===== src/sv/mstu_pkg.sv =====
// Package for the millisecond timestamp unwrapper.
// Holds the channel payload types, the front-to-back queue entry and the fixed constants.
// No dependencies.
package mstu_pkg;

    localparam int unsigned RAW_W   = 32;
    localparam int unsigned TIME_W  = 64;
    localparam int unsigned DMS_W   = RAW_W + 1;   // unwrapped step in ms, up to 2^32
    localparam int unsigned DUS_W   = DMS_W + 10;  // step in us after the x1000

    localparam logic [RAW_W-1:0]  PPS_PERIOD_MS  = 32'd1000;
    localparam logic [RAW_W-1:0]  PPS_WRAP_MS    = 32'd500;
    localparam logic [RAW_W-1:0]  PPS_HIGH_MS    = 32'd900;
    localparam logic [RAW_W-1:0]  PPS_LOW_MS     = 32'd100;
    localparam logic [RAW_W-1:0]  COUNTER_MIN_MS = 32'd1500;
    localparam logic [RAW_W-1:0]  WRAP_ZONE_MS   = 32'hFFFF_F000;
    localparam logic [RAW_W-1:0]  HALF_RANGE_MS  = 32'h7FFF_FFFF;
    localparam logic [9:0]        US_PER_MS      = 10'd1000;
    localparam logic [TIME_W-1:0] JUMP_US        = 64'd5_000_000;
    localparam logic [TIME_W-1:0] SLACK_US       = 64'd500_000;

    typedef enum logic [1:0] {
        EV_FIRST   = 2'd0,
        EV_ADVANCE = 2'd1,
        EV_REORDER = 2'd2,
        EV_RESTART = 2'd3
    } mstu_event_t;

    typedef struct packed {
        logic [RAW_W-1:0]  raw_ms;
        logic [TIME_W-1:0] host_time_us;
    } mstu_in_t;

    typedef struct packed {
        logic [TIME_W-1:0] timestamp_us;
        mstu_event_t       event_kind;
        logic              mode_reset;
    } mstu_out_t;

    // Classified sample handed from the front to the back
    typedef struct packed {
        logic [TIME_W-1:0] host_us;
        logic [DUS_W-1:0]  delta_us;
        mstu_event_t       kind;
        logic              mode;
    } mstu_entry_t;

endpackage


===== src/sv/mstu_front.sv =====
// Front end of the timestamp unwrapper: classifies each accepted sample.
// Tracks raw/host history and mode flags; depends on mstu_pkg.
module mstu_front (
    input  logic                aclk,
    input  logic                aresetn,
    input  logic                cfg_wr,
    input  logic                in_fire,
    input  mstu_pkg::mstu_in_t  in_data,
    output mstu_pkg::mstu_entry_t entry
);
    import mstu_pkg::*;

    logic              inner_started_reg;
    logic              outer_started_reg;
    logic [RAW_W-1:0]  raw_prev_reg;
    logic [TIME_W-1:0] last_host_reg;

    logic [RAW_W-1:0]  raw;
    logic [TIME_W-1:0] host;
    logic [RAW_W-1:0]  back_ms;
    logic              is_back;
    logic              hold_window;
    logic              to_counter;
    logic              wrap32;
    logic              to_pps;
    logic              mode_sw;
    logic              first;
    logic              pps_wrap;
    logic              jump;
    logic [TIME_W-1:0] elapsed;
    logic [DMS_W-1:0]  delta_ms;
    logic [DUS_W-1:0]  delta_us;
    mstu_event_t       kind;

    assign raw     = in_data.raw_ms;
    assign host    = in_data.host_time_us;
    assign back_ms = raw_prev_reg - raw;
    assign is_back = raw < raw_prev_reg;

    // small step back never counts as a mode switch
    assign hold_window = is_back && (back_ms <= PPS_WRAP_MS);
    assign to_counter  = (raw_prev_reg <= PPS_PERIOD_MS) && (raw > COUNTER_MIN_MS);
    assign wrap32      = (raw_prev_reg >= WRAP_ZONE_MS) && (raw <= PPS_PERIOD_MS);
    assign to_pps      = (raw_prev_reg > PPS_PERIOD_MS) && !wrap32 && (raw <= PPS_PERIOD_MS);
    assign mode_sw     = outer_started_reg && !hold_window && (to_counter || to_pps);
    assign first       = mode_sw || !inner_started_reg;

    assign pps_wrap = (raw_prev_reg >= PPS_HIGH_MS) && (raw_prev_reg <= PPS_PERIOD_MS) &&
                      (raw <= PPS_LOW_MS) && (back_ms > PPS_WRAP_MS);

    assign elapsed = (host >= last_host_reg) ? (host - last_host_reg) : '0;

    always_comb begin
        priority if (!is_back) begin
            delta_ms = {1'b0, raw - raw_prev_reg};
        end else if (back_ms > HALF_RANGE_MS) begin
            delta_ms = {1'b0, ~raw_prev_reg} + {1'b0, raw} + DMS_W'(1);
        end else begin
            delta_ms = {1'b0, PPS_PERIOD_MS - raw_prev_reg + raw};
        end
    end

    // one small constant multiply per sample
    assign delta_us = DUS_W'(delta_ms) * DUS_W'(US_PER_MS);

    assign jump = (TIME_W'(delta_us) > JUMP_US) &&
                  ((elapsed + SLACK_US) < TIME_W'(delta_us >> 2));

    always_comb begin
        priority if (first) begin
            kind = EV_FIRST;
        end else if (!is_back) begin
            kind = jump ? EV_RESTART : EV_ADVANCE;
        end else if (back_ms > HALF_RANGE_MS) begin
            kind = EV_ADVANCE;
        end else if (pps_wrap) begin
            kind = EV_ADVANCE;
        end else if (back_ms <= PPS_WRAP_MS) begin
            kind = EV_REORDER;
        end else begin
            kind = EV_RESTART;
        end
    end

    assign entry.host_us  = host;
    assign entry.delta_us = delta_us;
    assign entry.kind     = kind;
    assign entry.mode     = mode_sw;

    always_ff @(posedge aclk) begin
        if (!aresetn || cfg_wr) begin
            inner_started_reg <= 1'b0;
            outer_started_reg <= 1'b0;
            raw_prev_reg      <= '0;
            last_host_reg     <= '0;
        end else if (in_fire) begin
            outer_started_reg <= 1'b1;
            if (kind != EV_REORDER) begin
                inner_started_reg <= 1'b1;
                raw_prev_reg      <= raw;
                last_host_reg     <= host;
            end
        end
    end

endmodule


===== src/sv/mstu_queue.sv =====
// Short FIFO between the classifying front and the timestamp back end.
// Depends on mstu_pkg for the entry type.
module mstu_queue #(
    parameter int unsigned DEPTH = 2
) (
    input  logic                  aclk,
    input  logic                  aresetn,
    input  logic                  push,
    input  mstu_pkg::mstu_entry_t wr_data,
    input  logic                  pop,
    output mstu_pkg::mstu_entry_t rd_data,
    output logic                  not_empty,
    output logic                  full
);
    import mstu_pkg::*;

    localparam int unsigned PTR_W = (DEPTH > 1) ? $clog2(DEPTH) : 1;
    localparam int unsigned CNT_W = $clog2(DEPTH + 1);
    localparam logic [PTR_W-1:0] LAST_PTR = PTR_W'(DEPTH - 1);

    mstu_entry_t       slot_reg [DEPTH];
    logic [PTR_W-1:0]  wr_ptr_reg;
    logic [PTR_W-1:0]  rd_ptr_reg;
    logic [CNT_W-1:0]  count_reg;

    assign not_empty = count_reg != '0;
    assign full      = count_reg == CNT_W'(DEPTH);
    assign rd_data   = slot_reg[rd_ptr_reg];

    always_ff @(posedge aclk) begin
        if (push) begin
            slot_reg[wr_ptr_reg] <= wr_data;
        end
    end

    always_ff @(posedge aclk) begin
        if (!aresetn) begin
            wr_ptr_reg <= '0;
            rd_ptr_reg <= '0;
            count_reg  <= '0;
        end else begin
            if (push) begin
                wr_ptr_reg <= (wr_ptr_reg == LAST_PTR) ? '0 : wr_ptr_reg + PTR_W'(1);
            end
            if (pop) begin
                rd_ptr_reg <= (rd_ptr_reg == LAST_PTR) ? '0 : rd_ptr_reg + PTR_W'(1);
            end
            if (push && !pop) begin
                count_reg <= count_reg + CNT_W'(1);
            end else if (pop && !push) begin
                count_reg <= count_reg - CNT_W'(1);
            end
        end
    end

endmodule


===== src/sv/mstu_back.sv =====
// Back end of the timestamp unwrapper: anchor, accumulation and output floor.
// Holds the host anchor register and the result register; depends on mstu_pkg.
module mstu_back (
    input  logic                  aclk,
    input  logic                  aresetn,
    input  logic                  cfg_wr,
    input  logic [63:0]           cfg_data,
    input  logic                  q_valid,
    input  mstu_pkg::mstu_entry_t q_data,
    output logic                  q_pop,
    output logic                  out_valid,
    input  logic                  out_ready,
    output mstu_pkg::mstu_out_t   out_data
);
    import mstu_pkg::*;

    logic [TIME_W-1:0] host_anchor_reg;
    logic [TIME_W-1:0] base_reg;       // anchor + accumulated us
    logic [TIME_W-1:0] inner_last_reg;
    logic [TIME_W-1:0] outer_last_reg;
    logic              out_valid_reg;
    mstu_out_t         out_reg;

    logic [TIME_W-1:0] cand;
    logic [TIME_W-1:0] inner_inc;
    logic [TIME_W-1:0] restart_anchor;
    logic [TIME_W-1:0] first_anchor;
    logic [TIME_W-1:0] base_next;
    logic [TIME_W-1:0] inner_next;
    logic [TIME_W-1:0] ts_next;
    logic [TIME_W-1:0] host;

    assign host      = q_data.host_us;
    assign q_pop     = q_valid && (!out_valid_reg || out_ready);
    assign out_valid = out_valid_reg;
    assign out_data  = out_reg;

    assign cand           = base_reg + TIME_W'(q_data.delta_us);
    assign inner_inc      = inner_last_reg + TIME_W'(1);
    assign restart_anchor = (host > inner_last_reg) ? host : inner_inc;
    // zero anchor register means take the first host observation
    assign first_anchor   = (q_data.mode || host_anchor_reg == '0) ? host : host_anchor_reg;

    always_comb begin
        unique case (q_data.kind)
            EV_FIRST: begin
                base_next  = first_anchor;
                inner_next = first_anchor;
            end
            EV_ADVANCE: begin
                base_next  = cand;
                inner_next = (cand > inner_last_reg) ? cand : inner_inc;
            end
            EV_REORDER: begin
                base_next  = base_reg;
                inner_next = inner_inc;
            end
            EV_RESTART: begin
                base_next  = restart_anchor;
                inner_next = restart_anchor;
            end
            default: begin
                base_next  = base_reg;
                inner_next = inner_last_reg;
            end
        endcase
    end

    assign ts_next = (outer_last_reg != '0 && inner_next <= outer_last_reg) ?
                     outer_last_reg + TIME_W'(1) : inner_next;

    always_ff @(posedge aclk) begin
        if (!aresetn) begin
            host_anchor_reg <= '0;
            base_reg        <= '0;
            inner_last_reg  <= '0;
            outer_last_reg  <= '0;
        end else if (cfg_wr) begin
            host_anchor_reg <= cfg_data;
            base_reg        <= '0;
            inner_last_reg  <= '0;
            outer_last_reg  <= '0;
        end else if (q_pop) begin
            base_reg       <= base_next;
            inner_last_reg <= inner_next;
            outer_last_reg <= ts_next;
        end
    end

    always_ff @(posedge aclk) begin
        if (!aresetn) begin
            out_valid_reg <= 1'b0;
        end else if (q_pop) begin
            out_valid_reg <= 1'b1;
        end else if (out_ready) begin
            out_valid_reg <= 1'b0;
        end
    end

    always_ff @(posedge aclk) begin
        if (q_pop) begin
            out_reg.timestamp_us <= ts_next;
            out_reg.event_kind   <= q_data.kind;
            out_reg.mode_reset   <= q_data.mode;
        end
    end

endmodule


===== src/sv/ms_timestamp_unwrapper.sv =====
// Top level of the millisecond timestamp unwrapper.
// Instantiates mstu_front, mstu_queue and mstu_back; depends on mstu_pkg.
//
//  Channel | Ports                          | Transaction
//  --------+--------------------------------+--------------------------------------
//  s_      | s_valid  s_ready  s_data       | raw_ms + host_time_us sample in
//  m_      | m_valid  m_ready  m_data       | timestamp_us, event_kind, mode_reset
//  cfg_    | cfg_valid cfg_ready cfg_data   | host_anchor_us write, clears state
//
// One transaction per cycle sustained while m_ready stays high; an accepted sample is
// classified and written to a queue slot, then the back end loads the result register.
// The front recurrence (raw/host history, one 33x10 multiply) and the back recurrence
// (three 64-bit adds, three magnitude compares) each close combinationally, unpipelined.
// Reset (aresetn low, synchronous) clears all history; a cfg_ write loads the host anchor and
// clears front/back history, not the queue or a pending result. No clearing sweep: the block
// is ready right after. s_ready drops only when the QUEUE_DEPTH-entry queue is full, which
// needs m_ to stall; a finished result waiting on m_ready does not block new input.
module ms_timestamp_unwrapper #(
    parameter int unsigned QUEUE_DEPTH = 2
) (
    input  logic                 aclk,
    input  logic                 aresetn,

    input  logic                 s_valid,
    output logic                 s_ready,
    input  mstu_pkg::mstu_in_t   s_data,

    output logic                 m_valid,
    input  logic                 m_ready,
    output mstu_pkg::mstu_out_t  m_data,

    input  logic                 cfg_valid,
    output logic                 cfg_ready,
    input  logic [63:0]          cfg_data
);
    import mstu_pkg::*;

    logic        in_fire;
    logic        cfg_wr;
    logic        q_full;
    logic        q_not_empty;
    logic        q_pop;
    mstu_entry_t front_entry;
    mstu_entry_t q_head;

    // register port always takes a write; the host side is to write only when idle (not enforced here)
    assign cfg_ready = 1'b1;
    assign cfg_wr    = cfg_valid;

    assign s_ready = !q_full;
    assign in_fire = s_valid && s_ready;

    mstu_front u_front (
        .aclk    (aclk),
        .aresetn (aresetn),
        .cfg_wr  (cfg_wr),
        .in_fire (in_fire),
        .in_data (s_data),
        .entry   (front_entry)
    );

    mstu_queue #(
        .DEPTH (QUEUE_DEPTH)
    ) u_queue (
        .aclk      (aclk),
        .aresetn   (aresetn),
        .push      (in_fire),
        .wr_data   (front_entry),
        .pop       (q_pop),
        .rd_data   (q_head),
        .not_empty (q_not_empty),
        .full      (q_full)
    );

    mstu_back u_back (
        .aclk      (aclk),
        .aresetn   (aresetn),
        .cfg_wr    (cfg_wr),
        .cfg_data  (cfg_data),
        .q_valid   (q_not_empty),
        .q_data    (q_head),
        .q_pop     (q_pop),
        .out_valid (m_valid),
        .out_ready (m_ready),
        .out_data  (m_data)
    );

endmodule


===== config.mk =====
export PLATFORM = sky130hd
export DESIGN_NAME = ms_timestamp_unwrapper
export DESIGN_NICKNAME = d
export VERILOG_FILES = /design/src/sv/mstu_pkg.sv /design/src/sv/mstu_front.sv /design/src/sv/mstu_queue.sv /design/src/sv/mstu_back.sv /design/src/sv/ms_timestamp_unwrapper.sv
export SDC_FILE = /design/constraint.sdc
export NUM_CORES = 2
export LEC_CHECK = 0
export BUFFER_PORTS_ARGS = -buffer_cell sky130_fd_sc_hd__buf_2
export CORE_UTILIZATION = 35
export DETAILED_ROUTE_END_ITERATION = 6
export MAX_ROUTING_LAYER = met4
export PLACE_DENSITY = 0.47
export SYNTH_ARGS = -nofsm -noshare
export SYNTH_HDL_FRONTEND = slang
export SYNTH_HIERARCHICAL = 1
export SYNTH_SLANG_ARGS = --single-unit

===== constraint.sdc =====
create_clock -name aclk -period 36.6 [get_ports aclk]
set_clock_uncertainty 0.1 [all_clocks]
set_input_delay 7.32 -clock aclk [delete_from_list [all_inputs] [get_ports aclk]]
set_output_delay 7.32 -clock aclk [all_outputs]
set_load 0.02 [all_outputs]

* Word level (Yosys, flattened, before mapping) *
Memories as Yosys holds them, arrays and structs flattened. A register that Yosys moved wholly into a read port is not among the register bits.
Index checks and enable logic that the tools add are counted.

storage, ports and cells
  register bits = 426
  input port bits = 165
  logic and storage cells = 120
  output and inout port bits = 70
  RAM bits = 214
  memories = 1

operators by class
  $lt $le $gt $ge = 17
  equal/unequal tests = 5
  reductions and logical operators = 38
  bitwise operators = 3
  multiplexer cells = 25
  add/sub/neg operators = 15
  multiply operators = 1

memories
  memory            words  width  read ports  clocked after memory_dff  wr ports  line              source
  u_queue.slot_reg  2      107    1           1                         1         mstu_queue.sv:21  mstu_entry_t slot_reg [DEPTH];

operator list
  kind                      number
  $mux W64                  5
  $pmux W64 S4              1
  $pmux W64 S3              1
  $add A64 B1 Y64 const B   2
  $gt A64 B64 Y1            2
  $mux W33                  2
  $add A64 B19 Y64 const B  1
  $add A64 B43 Y64          1
  $ge A64 B64 Y1            1
  $le A32 B10 Y1 const B    2
  $le A64 B64 Y1            1
  $logic_not A64 Y1         1
  $lt A64 B41 Y1            1
  $reduce_bool A64 Y1       1
  $sub A32 B32 Y32          2
  $sub A64 B64 Y64          1
  $gt A43 B23 Y1 const B    1
  $mul A33 B7 Y40 const B   1
  $add A32 B32 Y33          1
  $add A33 B1 Y33 const B   1
  $add A32 B32 Y32          1
  $ge A32 B10 Y1 const B    1
  $ge A32 B32 Y1 const B    1
  $gt A32 B10 Y1 const B    1
  other kinds (24)          71

* Longest topological paths before layout *
  depth after elaboration = 13
  gate-level depth with buffers = 58
  mapped depth without buffers = 56

* Modules after synthesis *
The synthesis kept the hierarchy.

by module, submodules not included
  module                  sequential area each (um^2)  area an instance (um^2)  cells each  times used
  mstu_back               7,156.9                      28,113.2                 3,696       1
  mstu_front              1,961.9                      22,527.9                 2,995       1
  mstu_queue              6,706.4                      8,195.4                  364         1
  ms_timestamp_unwrapper  0.0                          21.3                     4           1

* Least setup slack after synthesis *
Ideal clock, no wire load.

  path kind = input to register
  from = input s_data[64] (netlist bit)
  to = memory u_queue/slot_reg[0][2] (netlist bit) (data pin)
  setup time = 174 ps
  arrival time = 17,612 ps
  buffers on the path = 2
  cell stages on the path = 53
  slack = 18,714 ps
  data required time = 36,326 ps
  cell sequence = inv_1 > ha_1 > inv_1 > fa_1 > nand3_1 > a21oi_1 > o21a_1 > o21ai_0 > nor2b_1 > a31o_2 > o311a_1 > o31a_1 > o221a_2 > o31ai_1 > nor2_1 > clkbuf_1 > or3b_2 > o31a_1 > [... 17 more ...] > a21oi_1 > xnor2_1 > inv_1 > ha_1 > nor2b_1 > o21ai_0 > nand2b_1 > a21oi_1 > o22ai_1 > or3_1 > o22ai_1 > or2_2 > o2111ai_1 > nor4b_2 > nand4_1 > nor4bb_1 > nand4_1 > o31ai_2

RTL lines
  item                line                          source
  start: declaration  ms_timestamp_unwrapper.sv:26  input mstu_pkg::mstu_in_t s_data,
  end: declaration    mstu_queue.sv:21

==> results.ini <==
[grt]
antenna_found_initial = 19
grt_pass1_wl_mm = 334
grt-ovfl-total = 0
grt_pass1_vias = 50000
track_usage = 0.269
grt_max_degree = 82

[setup_path]
crit_slowest_cell = o21ai_1
r2r_slack_ns = 22.56
end_kind = flip-flop
crit_cells = 52
path_buf_inv = 4
rr_worst_depth = 36
max_stage_delay_ns = 0.80
arrival_ns = 20.48
worstPathRequired_ns = 37.05
crit_fanout = 53
crit_type = in -> reg
crit_top_cell = a21oi_1
cp-start-kind = input pin
timing.rr.end = u_back/outer_last_reg[5]
cp_top_family = compound AO/OA/AOI/OAI gates

[timing]
max_freq_ghz = 0.0499
holdWs_ns = 0.380
finalHoldViolCount = 0
worst_pin_slew_ns = 1.24
rsz0062_at_grt = false
fin_crit_sh = 0.547
finalSetupTns_ns = 0
period_minus_slack_ns = 20.02
finalMaxSlewViolations = 0
relSlewSlack = 0.168
finalSetupViolations = 0

[finish]
regArea_um2 = 15800
fillerInstances = 17300
drive_above_1_share = 0.104
largest_reg_flops = 220
multiInputGateArea_um2 = 38800
fin_nets = 7881
area_growth_pct = 9.66

[logic_synthesis]
syn_area_um2 = 58900
synthAdderAreaFrac = 0.156
synth_top_family_by_area = compound AO/OA/AOI/OAI gates
yosys_warnings = 6
yosysSeqAreaShare = 0.269
synth_edf_count = 287
yosysUniqueCellTypes = 129
synthSimpleGateAreaFrac = 0.185
synth_cells = 7059
yosys.area_share.xor_xnor = 0.0565
synthArstFlopShare = 0
synth_compound_area_frac = 0.199
synthFlopType = dfxtp_1
synth_area_per_cell_um2 = 8.34
synthMuxAreaShare = 0.0608
synth_seq_cells = 647

[floorplanning]
start_util = 0.352
die-area_um2 = 170000
die-width_um = 412
std_cell_rows = 150
boundaryPins = 235
fp.dieH_um = 412
fp.coreArea_um2 = 167000

[routing]
antenna_left = 0
vias = 53100
vias_per_cell = 5.68
drtIter0Drc = 4738
drcViolationCount = 0
dr.pass1.iters = 6
wirelength_mm = 227
detail_route.wl_per_cell_um = 24.3

[clock_tree]
cts_hold_buf = 0
clockBufferDepth = 3
clock_latency_ns = 0.75
cts_resized = 0
cts_buffers = 86
cts_tree = done
clkTransAtPathRegs_ns = 0.06
cts_root_buf = clkbuf_16
cts_setup_buffers = 0
htreeDepth = 3
cts_num_sinks = 647

[run]
cap_violations = 0

[worst_hold_path]
hold_class = reg -> reg
whs_path_depth = 2
hp-start = u_back/base_reg[11]
whs_endpoint = u_back/base_reg[11]

[outcome]
status = finished, final reports clean

[placement]
place_congestion = 0.952
io_buffers = 233
dp_hpwl_mm = 178

[how the worst max path moves through the flow]
stage          startpoint                      to
2_1_floorplan  s_data[64]  u_queue/slot_reg[0][2]
3_3_place_gp   s_data[65]  u_queue/slot_reg[0][2]
3_5_place_dp   s_data[65]  u_queue/slot_reg[0][2]
4_1_cts        s_data[65]  u_queue/slot_reg[0][2]
5_1_grt        s_data[65]  u_queue/slot_reg[0][2]
6_report       s_data[65]  u_queue/slot_reg[0][2]
[per-layer routing]
metal	global-route usage	routed length [um]	vias up
li1	-	-	25300
met4	0.0868	7260	0
met3	0.0318	13300	261
met1	0.375	107000	25900
met5	-	0	-
met2	0.403	99200	1684
[Yosys cell counts, types with 20 or more instances]
cell type | instances | area share
inv_1 | 619 | 0.039
nand2_1 | 587 | 0.037
a21oi_1 | 544 | 0.046
nor2_1 | 536 | 0.034
ha_1 | 515 | 0.11
o21ai_0 | 400 | 0.034
dfxtp_1 | 360 | 0.12
edfxtp_1 | 287 | 0.15
xnor2_1 | 278 | 0.041
clkbuf_1 | 221 | 0.014
mux2i_1 | 218 | 0.037
nand3_1 | 213 | 0.018
nand4_1 | 151 | 0.016
nor3_1 | 146 | 0.012
fa_1 | 134 | 0.046
a21o_1 | 121 | 0.015
mux2_2 | 121 | 0.023
nor2b_1 | 117 | 0.012
xor2_1 | 100 | 0.015
a31oi_1 | 95 | 0.010
nor4_1 | 91 | 0.0097
buf_4 | 82 | 0.010
a211oi_1 | 75 | 0.0096
o21a_1 | 70 | 0.0089
buf_2 | 69 | 0.0059
and3_1 | 65 | 0.0069
or3_1 | 56 | 0.0060
o211ai_1 | 53 | 0.0068
o31ai_1 | 44 | 0.0056
and2_1 | 42 | 0.0045
nand2b_1 | 41 | 0.0044
a221oi_1 | 36 | 0.0054
or2_2 | 29 | 0.0031
o21bai_1 | 28 | 0.0036
o21ai_1 | 27 | 0.0023
o22ai_1 | 23 | 0.0024
buf_1 | 22 | 0.0014
and4_1 | 20 | 0.0030
[layout make-up]
cell class / count / share of cell area
antenna: 11 / 0.000426
clock buffer: 103 / 0.0348
clock inverter: 56 / 0.0107
inverter: 620 / 0.0362
multi-input combinational: 5391 / 0.602
sequential: 647 / 0.245
tap: 2204 / 0.0427
timing repair buffer: 321 / 0.0283
[cell usage in the layout, fill, tap and decap left out, drive strengths merged, types with 103 or more instances in the layout]
cell type and count:
a21o 122, a21oi 547, buf 321, clkbuf 103, dfxtp 360, edfxtp 287
fa 134, ha 515, inv 625, mux2 124, mux2i 218, nand2 588
nand3 214, nand4 157, nor2 542, nor2b 117, nor3 152, o21ai 432
xnor2 279
[stage by stage]
| step | util | area [um2] | cells | setup slack (ns) |
|---|---|---|---|---|
| 3_5_place_dp | 0.369 | 61600 | 9183 | 16.04 |
| 2_1_floorplan | - | 58900 | 7066 | 18.71 |
| 4_1_cts | 0.386 | 64500 | 9342 | 16.78 |
| 6_report | 0.386 | 64500 | 9353 | 16.58 |
| 3_3_place_gp | 0.369 | 61600 | 9183 | 16.37 |
| 5_1_grt | 0.386 | 64500 | 9351 | 15.54 |
[worst reg2reg max path: cells and delay by family, from the launching register on]
kind	cells	cell delay (ns)
multiplexers	1	0.50
AO/OA/AOI/OAI	18	5.90
flip-flops	1	0.76
XOR/XNOR	1	0.45
buffers and inverters	5	2.82
AND/OR/NAND/NOR	8	2.34
adder cells (fa/ha/maj)	3	0.98
[kinds of logic after synthesis]
| kind of cell | Yosys count |
|---|---|
| AND/OR/NAND/NOR | 2194 |
| AO/OA/AOI/OAI | 1810 |
| buffers and inverters | 1028 |
| adder cells (fa/ha/maj) | 656 |
| flip-flops | 647 |
| XOR/XNOR | 379 |
| multiplexers | 342 |
| other | 3 |
Power is left out: the tool's default activity adds up to more than one toggle a clock period on the data nets, which glitch-free logic cannot reach.
